File: config.mk
export PLATFORM = sky130hd
export DESIGN_NAME = wav_header_parser_core
export DESIGN_NICKNAME = d
export VERILOG_FILES = /design/src/rtl/wavhp_pkg.sv /design/src/rtl/wavhp_front.sv /design/src/rtl/wavhp_queue.sv /design/src/rtl/wavhp_back.sv /design/src/rtl/wav_header_parser_core.sv
export SDC_FILE = /design/constraint.sdc
export NUM_CORES = 1
export LEC_CHECK = 0
export BUFFER_PORTS_ARGS = -buffer_cell sky130_fd_sc_hd__buf_2
export CORE_MARGIN = 2
export CORE_UTILIZATION = 43
export CTS_CLUSTER_DIAMETER = 60
export DETAILED_ROUTE_END_ITERATION = 8
export GPL_TIMING_DRIVEN = 0
export PLACE_DENSITY = 0.64
export SLEW_MARGIN = 20
export SYNTH_ARGS = -nofsm -noshare
export SYNTH_HDL_FRONTEND = slang
export SYNTH_SLANG_ARGS = --single-unit
File: constraint.sdc
create_clock -name clk -period 11.4 [get_ports clk]
set_input_delay 3.42 -clock clk [delete_from_list [all_inputs] [get_ports clk]]
set_output_delay 3.42 -clock clk [all_outputs]
set_load 0.005 [all_outputs]
File: src/rtl/wavhp_pkg.sv
package wavhp_pkg;

  // result status codes
  localparam logic [1:0] STATUS_OK         = 2'd0;
  localparam logic [1:0] STATUS_NOT_WAV    = 2'd1;
  localparam logic [1:0] STATUS_CORRUPTED  = 2'd2;
  localparam logic [1:0] STATUS_ZERO_ALIGN = 2'd3;

  // tags as they sit in the little-endian shift word
  localparam logic [31:0] TAG_RIFF = 32'h4646_4952;
  localparam logic [31:0] TAG_WAVE = 32'h4556_4157;
  localparam logic [31:0] TAG_FMT  = 32'h2074_6D66;
  localparam logic [31:0] TAG_DATA = 32'h6174_6164;

  localparam logic [31:0] FMT_CHUNK_SIZE = 32'd16;
  localparam logic [32:0] SIZE_ADD       = 33'd8;

  // byte positions within the header
  localparam logic [5:0] POS_RIFF_TAG  = 6'd3;
  localparam logic [5:0] POS_RIFF_SIZE = 6'd7;
  localparam logic [5:0] POS_WAVE_TAG  = 6'd11;
  localparam logic [5:0] POS_FMT_TAG   = 6'd15;
  localparam logic [5:0] POS_FMT_SIZE  = 6'd19;
  localparam logic [5:0] POS_FORMAT    = 6'd21;
  localparam logic [5:0] POS_CHANNELS  = 6'd23;
  localparam logic [5:0] POS_RATE      = 6'd27;
  localparam logic [5:0] POS_ALIGN     = 6'd33;
  localparam logic [5:0] POS_DATA_TAG  = 6'd39;
  localparam logic [5:0] POS_LAST      = 6'd43;

  localparam int DIV_STEPS = 32;

  // one parsed header, handed from front to back
  typedef struct packed {
    logic [1:0]  status;
    logic [32:0] file_size;
    logic [15:0] audio_format;
    logic [15:0] channel_count;
    logic [31:0] sample_rate;
    logic [15:0] block_align;
    logic [31:0] data_size;
  } job_t;

  typedef enum logic [1:0] {
    BK_IDLE,
    BK_DIV,
    BK_OUT
  } back_state_t;

endpackage

File: src/rtl/wavhp_front.sv
module wavhp_front (
  input  logic             clk,
  input  logic             rst_n,
  input  logic             byte_vld,
  input  logic [7:0]       data_byte,
  input  logic             first_byte,
  output logic             push,
  output wavhp_pkg::job_t  push_job
);

  logic [5:0]  pos_r, pos_nxt;
  logic        finished_r, finished_nxt;
  logic [31:0] last_four_r, last_four_nxt;
  logic [31:0] riff_size_r, riff_size_nxt;
  logic [15:0] format_r, format_nxt;
  logic [15:0] channels_r, channels_nxt;
  logic [31:0] rate_r, rate_nxt;
  logic [15:0] align_r, align_nxt;

  logic        active;
  logic [5:0]  pos;
  logic [31:0] lf_base;
  logic [32:0] file_size_all;
  logic [1:0]  err_status;
  logic        size_known;

  assign active        = byte_vld && (first_byte || !finished_r);
  assign pos           = first_byte ? 6'd0 : pos_r;
  assign lf_base       = first_byte ? 32'd0 : last_four_r;
  assign last_four_nxt = {data_byte, lf_base[31:8]};
  assign file_size_all = {1'b0, riff_size_r} + wavhp_pkg::SIZE_ADD;

  always_comb begin
    pos_nxt       = pos_r;
    finished_nxt  = finished_r;
    riff_size_nxt = riff_size_r;
    format_nxt    = format_r;
    channels_nxt  = channels_r;
    rate_nxt      = rate_r;
    align_nxt     = align_r;
    push          = 1'b0;
    err_status    = wavhp_pkg::STATUS_OK;
    size_known    = 1'b1;
    if (active) begin
      pos_nxt      = pos + 6'd1;
      finished_nxt = 1'b0;
      if (first_byte) begin
        riff_size_nxt = '0;
        format_nxt    = '0;
        channels_nxt  = '0;
        rate_nxt      = '0;
        align_nxt     = '0;
      end
      unique case (pos)
        wavhp_pkg::POS_RIFF_TAG: begin
          if (last_four_nxt != wavhp_pkg::TAG_RIFF) begin
            push       = 1'b1;
            err_status = wavhp_pkg::STATUS_NOT_WAV;
            size_known = 1'b0;
          end
        end
        wavhp_pkg::POS_RIFF_SIZE: riff_size_nxt = last_four_nxt;
        wavhp_pkg::POS_WAVE_TAG: begin
          if (last_four_nxt != wavhp_pkg::TAG_WAVE) begin
            push       = 1'b1;
            err_status = wavhp_pkg::STATUS_NOT_WAV;
          end
        end
        wavhp_pkg::POS_FMT_TAG: begin
          if (last_four_nxt != wavhp_pkg::TAG_FMT) begin
            push       = 1'b1;
            err_status = wavhp_pkg::STATUS_CORRUPTED;
          end
        end
        wavhp_pkg::POS_FMT_SIZE: begin
          if (last_four_nxt != wavhp_pkg::FMT_CHUNK_SIZE) begin
            push       = 1'b1;
            err_status = wavhp_pkg::STATUS_CORRUPTED;
          end
        end
        wavhp_pkg::POS_FORMAT:   format_nxt   = last_four_nxt[31:16];
        wavhp_pkg::POS_CHANNELS: channels_nxt = last_four_nxt[31:16];
        wavhp_pkg::POS_RATE:     rate_nxt     = last_four_nxt;
        wavhp_pkg::POS_ALIGN:    align_nxt    = last_four_nxt[31:16];
        wavhp_pkg::POS_DATA_TAG: begin
          if (last_four_nxt != wavhp_pkg::TAG_DATA) begin
            push       = 1'b1;
            err_status = wavhp_pkg::STATUS_CORRUPTED;
          end
        end
        wavhp_pkg::POS_LAST: begin
          push       = 1'b1;
          err_status = (align_r == 16'd0) ? wavhp_pkg::STATUS_ZERO_ALIGN
                                          : wavhp_pkg::STATUS_OK;
        end
        default: ;
      endcase
      if (push) begin
        finished_nxt = 1'b1;
      end
    end
  end

  always_comb begin
    push_job.status        = err_status;
    push_job.file_size     = size_known ? file_size_all : 33'd0;
    push_job.audio_format  = format_r;
    push_job.channel_count = channels_r;
    push_job.sample_rate   = rate_r;
    push_job.block_align   = align_r;
    push_job.data_size     = last_four_nxt;
  end

  always_ff @(posedge clk) begin
    if (!rst_n) begin
      pos_r       <= '0;
      finished_r  <= 1'b1;
      last_four_r <= '0;
      riff_size_r <= '0;
      format_r    <= '0;
      channels_r  <= '0;
      rate_r      <= '0;
      align_r     <= '0;
    end else begin
      pos_r      <= pos_nxt;
      finished_r <= finished_nxt;
      if (active) begin
        last_four_r <= last_four_nxt;
      end
      riff_size_r <= riff_size_nxt;
      format_r    <= format_nxt;
      channels_r  <= channels_nxt;
      rate_r      <= rate_nxt;
      align_r     <= align_nxt;
    end
  end

endmodule

File: src/rtl/wavhp_queue.sv
module wavhp_queue #(
  parameter int DEPTH = 2
) (
  input  logic             clk,
  input  logic             rst_n,
  input  logic             push,
  input  wavhp_pkg::job_t  push_job,
  output logic             full,
  output logic             not_empty,
  input  logic             pop,
  output wavhp_pkg::job_t  pop_job
);

  localparam int PTR_W = $clog2(DEPTH);
  localparam int CNT_W = $clog2(DEPTH + 1);
  localparam logic [PTR_W-1:0] LAST_PTR = PTR_W'(DEPTH - 1);
  localparam logic [CNT_W-1:0] FULL_CNT = CNT_W'(DEPTH);

  wavhp_pkg::job_t  slot_r [DEPTH];
  logic [PTR_W-1:0] wr_ptr_r, rd_ptr_r;
  logic [CNT_W-1:0] count_r;
  logic             do_push, do_pop;

  assign full      = (count_r == FULL_CNT);
  assign not_empty = (count_r != '0);
  assign do_push   = push && !full;
  assign do_pop    = pop && not_empty;
  assign pop_job   = slot_r[rd_ptr_r];

  always_ff @(posedge clk) begin
    if (do_push) begin
      slot_r[wr_ptr_r] <= push_job;
    end
  end

  always_ff @(posedge clk) begin
    if (!rst_n) begin
      wr_ptr_r <= '0;
      rd_ptr_r <= '0;
      count_r  <= '0;
    end else begin
      if (do_push) begin
        wr_ptr_r <= (wr_ptr_r == LAST_PTR) ? '0 : wr_ptr_r + PTR_W'(1);
      end
      if (do_pop) begin
        rd_ptr_r <= (rd_ptr_r == LAST_PTR) ? '0 : rd_ptr_r + PTR_W'(1);
      end
      if (do_push && !do_pop) begin
        count_r <= count_r + CNT_W'(1);
      end else if (do_pop && !do_push) begin
        count_r <= count_r - CNT_W'(1);
      end
    end
  end

endmodule

File: src/rtl/wavhp_back.sv
module wavhp_back (
  input  logic             clk,
  input  logic             rst_n,
  input  logic             job_vld,
  input  wavhp_pkg::job_t  job_in,
  output logic             job_pop,
  output logic             res_vld,
  input  logic             res_stall,
  output wavhp_pkg::job_t  res_job,
  output logic [31:0]      res_count
);

  localparam int STEP_W = $clog2(wavhp_pkg::DIV_STEPS);
  localparam logic [STEP_W-1:0] LAST_STEP = STEP_W'(wavhp_pkg::DIV_STEPS - 1);

  wavhp_pkg::back_state_t state_r, state_nxt;
  wavhp_pkg::job_t        job_r;
  logic [31:0]            quot_r;
  logic [15:0]            rem_r;
  logic [STEP_W-1:0]      step_r;

  logic [16:0] shifted;
  logic        ge;
  logic [16:0] diff;

  // restoring division, one quotient bit a cycle
  assign shifted = {rem_r, quot_r[31]};
  assign ge      = (shifted >= {1'b0, job_r.block_align});
  assign diff    = shifted - {1'b0, job_r.block_align};

  always_comb begin
    state_nxt = state_r;
    job_pop   = 1'b0;
    res_vld   = 1'b0;
    unique case (state_r)
      wavhp_pkg::BK_IDLE: begin
        if (job_vld) begin
          job_pop   = 1'b1;
          state_nxt = (job_in.status == wavhp_pkg::STATUS_OK) ? wavhp_pkg::BK_DIV
                                                              : wavhp_pkg::BK_OUT;
        end
      end
      wavhp_pkg::BK_DIV: begin
        if (step_r == LAST_STEP) begin
          state_nxt = wavhp_pkg::BK_OUT;
        end
      end
      wavhp_pkg::BK_OUT: begin
        res_vld = 1'b1;
        if (!res_stall) begin
          state_nxt = wavhp_pkg::BK_IDLE;
        end
      end
      default: state_nxt = wavhp_pkg::BK_IDLE;
    endcase
  end

  always_ff @(posedge clk) begin
    if (!rst_n) begin
      state_r <= wavhp_pkg::BK_IDLE;
    end else begin
      state_r <= state_nxt;
    end
  end

  always_ff @(posedge clk) begin
    if (job_pop) begin
      job_r  <= job_in;
      quot_r <= (job_in.status == wavhp_pkg::STATUS_OK) ? job_in.data_size : 32'd0;
      rem_r  <= '0;
      step_r <= '0;
    end else if (state_r == wavhp_pkg::BK_DIV) begin
      quot_r <= {quot_r[30:0], ge};
      rem_r  <= ge ? diff[15:0] : shifted[15:0];
      step_r <= step_r + STEP_W'(1);
    end
  end

  assign res_job   = job_r;
  assign res_count = quot_r;

endmodule

File: src/rtl/wav_header_parser_core.sv
// wav header parser: takes a file one byte per item on the in_ channel, with
// in_first_byte marking the start of a new file, and checks the fixed 44-byte
// little-endian RIFF/WAVE PCM header as it streams past. at most one result
// item leaves on the out_ channel per file, either at the first failing tag or
// size check (status not wav or corrupted, fields not yet seen read as zero)
// or at the last header byte (status ok, or zero block align). bytes after the
// result, and bytes before any first byte, are dropped; a new first byte in
// mid-header abandons the old file with no result. the front end takes one
// byte every cycle while in_stall is low and hands each finished header to
// a small queue; the back end works out sample_count = data size / block
// align with a shift-subtract divider, one quotient bit per cycle. an ok
// header goes from idle through the divider state to the output state, an
// error or zero block align result from idle straight to the output state.
// in_stall rises only while the queue is full, which happens when results
// come faster than the back end can hand them out (short or broken files,
// or a long hold on out_stall); else a file is taken at one byte per cycle.
// QUEUE_DEPTH must be 2 or more.
module wav_header_parser_core #(
  parameter int QUEUE_DEPTH = 2
) (
  input  logic        clk,
  input  logic        rst_n,
  // byte stream in
  input  logic        in_valid,
  output logic        in_stall,
  input  logic [7:0]  in_data_byte,
  input  logic        in_first_byte,
  // header result out
  output logic        out_valid,
  input  logic        out_stall,
  output logic [1:0]  out_status,
  output logic [32:0] out_file_size,
  output logic [15:0] out_audio_format,
  output logic [15:0] out_channel_count,
  output logic [31:0] out_sample_rate,
  output logic [15:0] out_block_align,
  output logic [31:0] out_sample_count
);

  logic            in_accept;
  logic            push;
  wavhp_pkg::job_t push_job;
  logic            q_full;
  logic            q_not_empty;
  logic            q_pop;
  wavhp_pkg::job_t q_job;
  wavhp_pkg::job_t res_job;
  logic [31:0]     res_count;

  // a full queue holds the byte stream back
  assign in_stall  = q_full;
  assign in_accept = in_valid && !in_stall;

  // front: byte position tracking, tag checks and field capture
  wavhp_front u_front (
    .clk        (clk),
    .rst_n      (rst_n),
    .byte_vld   (in_accept),
    .data_byte  (in_data_byte),
    .first_byte (in_first_byte),
    .push       (push),
    .push_job   (push_job)
  );

  // parsed headers waiting for the divider
  wavhp_queue #(
    .DEPTH (QUEUE_DEPTH)
  ) u_queue (
    .clk       (clk),
    .rst_n     (rst_n),
    .push      (push),
    .push_job  (push_job),
    .full      (q_full),
    .not_empty (q_not_empty),
    .pop       (q_pop),
    .pop_job   (q_job)
  );

  // back: sample count division and output register
  wavhp_back u_back (
    .clk       (clk),
    .rst_n     (rst_n),
    .job_vld   (q_not_empty),
    .job_in    (q_job),
    .job_pop   (q_pop),
    .res_vld   (out_valid),
    .res_stall (out_stall),
    .res_job   (res_job),
    .res_count (res_count)
  );

  assign out_status        = res_job.status;
  assign out_file_size     = res_job.file_size;
  assign out_audio_format  = res_job.audio_format;
  assign out_channel_count = res_job.channel_count;
  assign out_sample_rate   = res_job.sample_rate;
  assign out_block_align   = res_job.block_align;
  assign out_sample_count  = res_count;

endmodule

## After elaboration in Yosys (flattened, before gate mapping)

Memories as Yosys holds them, arrays and structs flattened. A register that Yosys moved wholly into a read port is not among the register bits.
Index checks and enable logic that the tools add are counted.
W data, S select, Z words.

| word-level totals | value |
|---|---|
| flip-flop bits (word level) | 325 |
| bits in writable memories | 294 |
| input port bits | 13 |
| logic and storage cells | 132 |
| memories | 1 |

| cells by class | value |
|---|---|
| add/sub/neg operators | 8 |
| magnitude comparators | 1 |
| equality and inequality tests | 23 |
| mux-type cells | 50 |
| reductions and logical operators | 28 |

Memory list:

| name | depth | bits a word | rd ports | clocked after memory_dff | wr ports | RTL line | text |
|---|---|---|---|---|---|---|---|
| u_queue.slot_r | 2 | 147 | 1 | 1 | 1 | wavhp_queue.sv:19 | `wavhp_pkg::job_t slot_r [DEPTH];` |

Operator list:

| kind | number |
|---|---|
| $mux W32 | 7 |
| $ne A32 B31 Y1 const B | 3 |
| $mux W16 | 5 |
| $add A32 B4 Y33 const B | 1 |
| $mux W33 | 1 |
| $ne A32 B30 Y1 const B | 1 |
| $ne A32 B5 Y1 const B | 1 |
| $eq A6 B5 Y1 const B | 4 |
| $mux W1 | 22 |
| $mux W2 | 11 |
| $eq A6 B6 Y1 const B | 3 |
| $ge A17 B16 Y1 | 1 |
| $logic_not A16 Y1 | 1 |
| $reduce_bool A2 Y1 | 8 |
| $sub A16 B16 Y16 | 1 |
| $eq A6 B4 Y1 const B | 2 |
| $pmux W2 S6 | 1 |
| $reduce_and A2 Y1 | 5 |
| $add A6 B1 Y6 const B | 1 |
| $eq A6 B2 Y1 const B | 1 |
| $eq A6 B3 Y1 const B | 1 |
| $logic_and A1 B1 Y1 | 6 |
| $mux W6 | 1 |
| $pmux W1 S6 | 1 |
| other kinds (14) | 21 |

## Depth between registers and ports, before layout

Gate-level depths: netlist of run 1.

| depth | value |
|---|---|
| depth after elaboration | 11 |
| gate-level depth with buffers | 16 |
| gate-level depth less buffers | 14 |

## Modules after synthesis

From an unflattened synthesis of run 1, not the netlist that was laid out.

| unflattened totals | value |
|---|---|
| cell total of the unflattened synthesis | 1819 |
| area, all modules | 26125.1 µm² |

By module, submodules not included:

| module | instances | cells each | area an instance (µm²) |
|---|---|---|---|
| wavhp_queue | 1 | 482 | 11353.4 |
| wavhp_back | 1 | 562 | 7967.6 |
| wavhp_front | 1 | 774 | 6790.3 |
| wav_header_parser_core | 1 | 1 | 13.8 |

## Worst setup path before layout of run 1

Ideal clock, no wire load.

| path | value |
|---|---|
| kind | input-to-reg |
| start point | input in_first_byte |
| end point | memory u_queue.slot_r[0][0] (netlist bit) (enable) |
| setup time | 0.655 ns |
| arrival | 11.222 ns |
| data required time | 10.745 ns |
| path slack | -0.477 ns |
| stages on the path | 11 |
| path through | clkbuf_1 clkbuf_1 nand2b_1 inv_1 ha_1 clkbuf_1 o21ai_0 or2_1 o21ai_0 o31ai_2 nor2_1 |

| on the way | value |
|---|---|
| cells in the longest elaborated chain, start to end | 9 |
| elaborated cells on any way between the ends | 26 |
| those cells by class | 11 x eq/ne; 12 x mux; 3 x reduce/logical |

RTL lines:

| element | RTL line | text |
|---|---|---|
| start: declaration | wav_header_parser_core.sv:27 | `input logic in_first_byte,` |
| $mux W32 | wavhp_front.sv:29 | `assign lf_base = first_byte ? 32'd0 : last_four_r;` |
| $ne A32 B31 Y1 (tied with other cells) | wavhp_front.sv:86 | `if (last_four_nxt != wavhp_pkg::TAG_DATA) begin` |
| $mux W1, on equally long branches | -- |  |
| $pmux W1 S6 | wavhp_front.sv:54 | `unique case (pos)` |
| $mux W1 | wavhp_front.sv:44 | `if (active) begin` |
| $mux W1 * | wavhp_front.sv:44 |  |
| $logic_and A1 B1 Y1 * | wavhp_queue.sv:26 | `assign do_push = push && !full;` |
| $mux W1 * | wavhp_queue.sv:31 | `if (do_push) begin` |
| $mux W1 (not written as such) * | wavhp_queue.sv:32 | `slot_r[wr_ptr_r] <= push_job;` |
| end: declaration | wavhp_queue.sv:19 |  |

Mark *: on every way between the ends. The rest lies on a longest branch, timed or not. The select of a mux whose other input is x is not followed.

## Worst setup path in the final report of run 1

| path | value |
|---|---|
| start point | input in_first_byte |
| end point | memory u_queue.slot_r[1][129] (netlist bit) (enable) |

| on the way | value |
|---|---|
| cells in the longest elaborated chain, start to end | 9 |
| elaborated cells on any way between the ends | 26 |
| those cells by class | 11 x eq/ne; 12 x mux; 3 x reduce/logical |

RTL lines:

| element | RTL line | text |
|---|---|---|
| $mux W32 | wavhp_front.sv:29 |  |
| $ne A32 B31 Y1 (tied with other cells) | wavhp_front.sv:86 |  |
| $mux W1, on equally long branches | -- |  |
| $pmux W1 S6 | wavhp_front.sv:54 |  |
| $mux W1 | wavhp_front.sv:44 |  |
| $mux W1 * | wavhp_front.sv:44 |  |
| $logic_and A1 B1 Y1 * | wavhp_queue.sv:26 |  |
| named net u_queue.do_push | wavhp_queue.sv:22 | `logic do_push, do_pop;` |
| $mux W1 * | wavhp_queue.sv:31 |  |
| $mux W1 (not written as such) * | wavhp_queue.sv:32 |  |

Mark *: on every way through the listed nets, which the timed path passes. The rest lies on a longest branch. The select of a mux whose other input is x is not followed.

==> results_dict.tcl, run 1 <==
set metrics [dict create \
    status "finished clean" \
    syn_nets 1757 \
    grt_max_degree 47 \
    reg2reg_to "u_queue.slot_r[1][129]$_DFFE_PP_" \
    switchingPower_mw 1.62 \
    ctsHoldBuffers 0 \
    pwr-share-comb_pct 18.6 \
    power_frac_clock_pct 33.7 \
    slew_headroom_pct 20.8 \
    core_um2 55300 \
    async_reset_ff_share_pct 0 \
    fin_crit_sh_pct 60.6 \
    cp_max_fo 36 \
    postPlaceCellArea_um2 26200 \
    clk_pin_slew_ns 0.06 \
    port_buffers 161 \
    area_growth_pct 16.8 \
    cts-resized-gates 0 \
    cp_common_cell "clkbuf_1" \
    dp_hpwl_um 38500 \
    fin_skew_ns 0.0202 \
    grt_pass1_wl_um 85200 \
    synth_common_cells "edfxtp_1, dfxtp_1, nor2b_1, nand2_1, mux2_2" \
    hold_path.class "flop to flop" \
    drt-initial-drc-count 1153 \
    avgSynthCellArea_um2 14.0 \
    final_max_slew_viol_count 0 \
    die_w_um 241 \
    synth.top_cell.area_share_pct 54.9 \
    setup_viol 0 \
    critical_path_class "primary input to flop" \
    ff2ff_setup_slack_ns 7.72 \
    seq_area_frac_synth_pct 69.0 \
    wirelength_um 56900 \
    power.internal_mw 4.28 \
    cp.arrival_ns 7.21 \
    drive_above_1_share_pct 20.5 \
    cts_root_buf "clkbuf_16" \
    drtPass1Iterations 5 \
    synth_area_leaders "edfxtp_1, dfxtp_1, mux2_2" \
    maxCapViolCount 0 \
    rows 86 \
    p_leak_nw 9.45 \
    cp-endpoint "u_queue.slot_r[1][129]$_DFFE_PP_" \
    setup_tns_ns 0 \
    ios 162 \
    synth_edf_count 441 \
    syn_area_um2 24100 \
    power_mw 5.90 \
    antenna_found_initial 1 \
    grt.overflow.total 0 \
    post_cts_buffers 0 \
    path_cells "buf_2, clkbuf_1, clkbuf_1, nand2b_1, inv_1, ha_1, clkbuf_1, o21ai_0, or2_1, o21ai_0, o31ai_2, inv_1, and2_4, buf_12, buf_12" \
    utilization_pct 51.0 \
    fin_nets 1992 \
    p_sw_share_pct 27.5 \
    die_y_um 241 \
    yosysTopAreaCell "edfxtp_1" \
    cp-startpoint "in_first_byte" \
    endpoint_kind "flop" \
    grt_usage_pct 19.4 \
    worst_pin_slew_ns 1.19 \
    max_stage_delay_ns 0.51 \
    vias_per_cell 5.29 \
    grt_pass1_vias 14500 \
    clock_path_buffers 3 \
    antenna_left 0 \
    ys_seq_elements 612 \
    wire_per_inst_um 20.6 \
    fin_area_um2 28200 \
    synth_cells 1721 \
    synth_most_common_cell "edfxtp_1" \
    num_vias 14600 \
    nFillCells 4698 \
    cts_inserted_buffers 60 \
    ir_drop_mv 0.128 \
    final.min_clock_period_ns 6.90 \
    dieArea_um2 58100 \
    rr_startpoint "u_front.pos_r[0]$_SDFFE_PN0P_" \
    htree_levels 2 \
    synth_ff_type "edfxtp_1" \
    hold_viol_final 0 \
    rsz0062_at_grt "no" \
    cts.sinks 612 \
    r2r_cells 11 \
    cts_tree "built" \
    synthDistinctLibCells 74 \
    place.gp.congestion 0.871 \
    remaining_drc_errors 0 \
    clk_latency_ns 0.63 \
    seq_power_share_pct 47.7 \
    start_util_pct 43.6 \
    ys_warn_count 0 \
    p_per_area_nw_per_um2 209 \
    cp_slowest_cell "and2_4" \
    start_kind "primary input" \
    timing.fmax_mhz 145 \
    crit_required_ns 11.70 \
]
[sequential cells by signal (all words and copies together) (netlist names), 5 cells and up, named ones only]
| name | count |
|---|---|
| u_queue.slot_r | 294 |
| u_back.res_job | 115 |
| u_back.res_count | 32 |
| u_front.rate_r | 32 |
| u_front.riff_size_r | 32 |
| u_front.last_four_r | 24 |
| u_back.rem_r | 16 |
| u_front.align_r | 16 |
| u_front.channels_r | 16 |
| u_front.format_r | 16 |
| u_front.pos_r | 6 |
| u_back.step_r | 5 |
[metrics by stage]
step / worst slack, ns / instances / hold WS (ns)
4_1_cts: 4.57 / 2753 / 0.457
2_1_floorplan: 2.01 / 1721 / 0.426
6_report: 4.50 / 2754 / 0.457
3_3_place_gp: -0.962 / 2630 / 0.432
3_5_place_dp: 3.93 / 2642 / 0.443
5_1_grt: 4.24 / 2753 / 0.465
[critical path: cells and delay by family]
family / cells / cell delay [ns]
buf+inv: 8 / 1.90
simple gates: 3 / 1.06
fa+ha+maj: 1 / 0.15
compound gates: 3 / 0.62
[cells in the final DEF, fill, tap and decap left out, types with 8 or more instances in the layout]
cell type / instances
inv_1: 22
nand4_1: 15
nand3_1: 24
buf_2: 164
nor2_1: 64
clkbuf_1: 99
edfxtp_1: 441
xnor2_1: 17
nor3_1: 12
o21ai_1: 16
nand2_1: 136
o31ai_1: 33
a21oi_1: 18
ha_1: 22
buf_1: 11
mux2i_1: 46
dfxtp_1: 171
a22oi_1: 116
mux2_2: 117
clkinv_1: 8
o21a_1: 8
o21ai_0: 23
xor2_1: 24
a21boi_0: 8
nor2b_1: 152
and3_1: 11
nor4_1: 9
and2_1: 9
clkbuf_16: 61
a21boi_1: 19
[worst min path at each step]
stage | to | cells after the start | startpoint | slack (ns)
after global placement | u_queue.slot_r[0][90]$_DFFE_PP_ | 0 | u_front.channels_r[10]$_SDFFE_PN0P_ | 0.43
after detailed placement | u_queue.slot_r[1][66]$_DFFE_PP_ | 0 | u_front.rate_r[18]$_SDFFE_PN0P_ | 0.44
after CTS | u_queue.slot_r[0][67]$_DFFE_PP_ | 0 | u_front.rate_r[19]$_SDFFE_PN0P_ | 0.46
final | u_queue.slot_r[0][66]$_DFFE_PP_ | 0 | u_front.rate_r[18]$_SDFFE_PN0P_ | 0.46
after floorplan | u_queue.slot_r[0][48]$_DFFE_PP_ | 0 | u_front.rate_r[0]$_SDFFE_PN0P_ | 0.43
after global routing | u_queue.slot_r[1][111]$_DFFE_PP_ | 0 | u_front.format_r[15]$_SDFFE_PN0P_ | 0.46
[power by group through the flow]
stage	Sequential (mW)	Combinational (mW)	Clock, mW
6_report	2.81	1.10	1.99
2_1_floorplan	2.88	0.612	0
3_3_place_gp	2.90	1.07	0
5_1_grt	2.84	1.21	2.12
3_5_place_dp	2.86	1.12	0
4_1_cts	2.82	1.12	2.03
[metal layers]
metal	vias to the layer above	GRT usage, %	wire [um]
met1	7235	26.4	25100
met3	92	2.92	3140
li1	6841	-	-
met4	0	6.58	1490
met2	405	32.0	27200
met5	-	0	0
[cell type report]
cell class / instances / area, um2 / area share, %
Antenna cell: 1 / 2.50 / 0.00888
Clock inverter: 32 / 355 / 1.26
Buffer: 107 / 469 / 1.66
Clock buffer: 79 / 1630 / 5.80
Multi-Input combinational cell: 978 / 6940 / 24.6
Timing Repair Buffer: 173 / 1100 / 3.90
Tap cell: 748 / 936 / 3.32
Sequential cell: 612 / 16700 / 59.1
Inverter: 24 / 95.1 / 0.337
[kinds of logic after synthesis]
logic type      share of synthesized area (%)
compound gates                           8.19
fa+ha+maj                                1.22
simple gates                             10.3
flops                                    69.0
mux                                      7.41
buf+inv                                  2.32
xor+xnor                                 1.49
Power figures use the tool's default switching activity.
==> run 2: changes to the inputs <==
- ABC_AREA: not set -> 1
- clock period: 11.4 -> 6.1 ns (I/O delays scaled with it)
==> run 2 against run 1 <==
Effect of this change: final cell count is 23% higher; via count grew 17%; sequential share of layout area decreased by 1.2 points; wire length rose by 8.6%; critical endpoint is now u_queue.slot_r[0][117]$_DFFE_PP_; flip-flop and latch count unchanged; sequential power increased by 89%; combinational power rose by 120%; critical path depth increased by 3; core utilization up 0.23 points; clock skew increased by 0.0088 ns; final area is 2.0% higher.
==> results_dict.tcl, run 2 <==
set metrics [dict create \
    regMostFlops "u_queue.slot_r" \
    ios 162 \
    dieArea_um2 58600 \
    cp_max_fo 25 \
    grt_pass1_vias 17000 \
    grt_pass1_wl_um 95700 \
    holdWs_ns 0.452 \
    multi_input_area_um2 6620 \
    ctsHoldBuffers 0 \
    p_leak_nw 11.2 \
    avgSynthCellArea_um2 10.4 \
    dp_slack_ns 0.471 \
    synth_area_leaders "edfxtp_1, dfxtp_1, nand2_1" \
    synth.top_cell.area_share_pct 54.3 \
    cts_root_buf "clkbuf_16" \
    cp.arrival_ns 5.30 \
    worst_pin_slew_ns 1.22 \
    largest_reg_flops 294 \
    cp_slowest_cell "nor2_4" \
    num_vias 17000 \
    syn_nets 2383 \
    layout_commonest_cell "nand2_1" \
    clk_latency_ns 0.63 \
    rsz0062_at_grt "no" \
    grt.overflow.total 0 \
    wire_per_inst_um 18.2 \
    post_cts_buffers 0 \
    rr_startpoint "u_front.pos_r[0]$_SDFFE_PN0P_" \
    critical_path_class "primary input to flop" \
    wirelength_um 61700 \
    clk_pin_slew_ns 0.06 \
    antenna_found_initial 0 \
    synth_common_cells "nand2_1, edfxtp_1, nor2_1, inv_1, a21oi_1" \
    grt_usage_pct 20.9 \
    pwr-share-comb_pct 20.7 \
    nFillCells 5100 \
    synth_ff_type "edfxtp_1" \
    cts.sinks 612 \
    place.gp.congestion 0.903 \
    endpoint_kind "flop" \
    worstHoldStart "u_queue.rd_ptr_r$_SDFFE_PN0P_" \
    fin_skew_ns 0.0290 \
    switchingPower_mw 3.47 \
    status "finished clean" \
    final-seq-area_um2 16700 \
    area_growth_pct 18.0 \
    htree_levels 2 \
    seq_area_frac_synth_pct 68.4 \
    cts_tree "built" \
    fin_nets 2625 \
    syn_area_um2 24400 \
    cp-startpoint "in_first_byte" \
    synthDistinctLibCells 44 \
    synth_cells 2347 \
    synth_most_common_cell "nand2_1" \
    power.internal_mw 8.29 \
    fin_area_um2 28800 \
    path_cells "buf_2, buf_4, buf_1, nor2_1, ha_1, inv_1, nor2_1, nand2_1, nor2_1, inv_1, nand2_1, nor2_1, nand2_1, nand2_1, nor2_4, buf_16, buf_16, buf_12" \
    ir_drop_mv 0.293 \
    fin_ws_ns 1.11 \
    setup_tns_ns 0 \
    hold_viol_final 0 \
    async_reset_ff_share_pct 0 \
    ys_warn_count 0 \
    power_frac_clock_pct 34.0 \
    cts_inserted_buffers 61 \
    seq_power_share_pct 45.3 \
    setup_viol 0 \
    cts-resized-gates 0 \
    p_per_area_nw_per_um2 409 \
    grt_max_degree 32 \
    slew_headroom_pct 18.9 \
    start_kind "primary input" \
    yosysTopAreaCell "edfxtp_1" \
    rows 87 \
    utilization_pct 51.2 \
    mostFrequentLayoutCells "nand2_1, edfxtp_1, buf_2, nor2_1, inv_1" \
    core_um2 56200 \
    maxCapViolCount 0 \
    drive_above_1_share_pct 13.9 \
    diodes 0 \
    fin_crit_sh_pct 81.8 \
    die_w_um 242 \
    final_max_slew_viol_count 0 \
    die_y_um 242 \
    drtPass1Iterations 5 \
    hold_path.class "flop to flop" \
    vias_per_cell 5.01 \
    clock_path_buffers 3 \
    crit_required_ns 6.41 \
    ff2ff_setup_slack_ns 2.75 \
    timing.fmax_mhz 200 \
    ys_seq_elements 612 \
    postPlaceCellArea_um2 26500 \
    drt-initial-drc-count 1231 \
    dp_hpwl_um 42900 \
    start_util_pct 43.4 \
    p_sw_share_pct 29.5 \
    max_stage_delay_ns 0.51 \
    antenna_left 0 \
    port_buffers 161 \
    final.min_clock_period_ns 4.99 \
    synth_edf_count 441 \
    remaining_drc_errors 0 \
]
[run 2: power groups by stage]
stage	clock, mW	combinational (mW)	sequential [mW]
floorplan	0	1.24	5.47
global placement	0	2.29	5.49
detailed placement	0	2.46	5.41
CTS	4.06	2.48	5.33
global route	4.23	2.72	5.37
finish	4.00	2.44	5.32
[run 2: kinds of logic (layout without fill, tap and decap cells)]
family / Yosys count / count (layout) / share of synthesized area, %
DFF: 612 / 612 / 68.4
AOI/OAI and AO/OA: 270 / 270 / 6.27
and+or+nand+nor: 1143 / 1143 / 19.0
xor gates and xnor gates: 16 / 16 / 0.575
muxes: 2 / 2 / 0.0821
buffers and inverters: 281 / 575 / 4.53
adders and majority gates: 23 / 23 / 1.21
[run 2: worst paths after layout]
path / cells past startpoint / to
min reg2reg: 1 / flop
min: 1 / flop
max reg2reg: 16 / u_queue.slot_r[0][117]$_DFFE_PP_
max: 18 / u_queue.slot_r[0][117]$_DFFE_PP_
[run 2: final cells by class]
cell class	instances	area share, %
well taps	756	3.29
plain buffers	92	1.37
clock buffers	84	6.60
repair buffers	179	4.21
inverters	189	2.48
clock inverters	31	1.10
multi-input cells	1454	23.0
flip-flops and latches	612	57.9
[run 2: metrics by stage]
stage / instances / total power [mW]
after floorplan: 2347 / 6.71
after global placement: 3264 / 7.78
after detailed placement: 3282 / 7.88
after CTS: 3397 / 11.9
after global routing: 3397 / 12.3
final: 3397 / 11.8
[run 2: layer usage]
layer  track usage (%)  share of wire, %  vias up
li1                  -                 -     8308
met1              27.2                43     8116
met2              35.2                48      477
met3              3.43               5.2      116
met4              7.66               3.6        0
met5                 0                 0        -
[run 2: critical path: cells and delay by family]
kind                       cells  cell delay [ns]
and+or+nand+nor                9             1.71
adders and majority gates      1             0.27
buffers and inverters          8             1.43
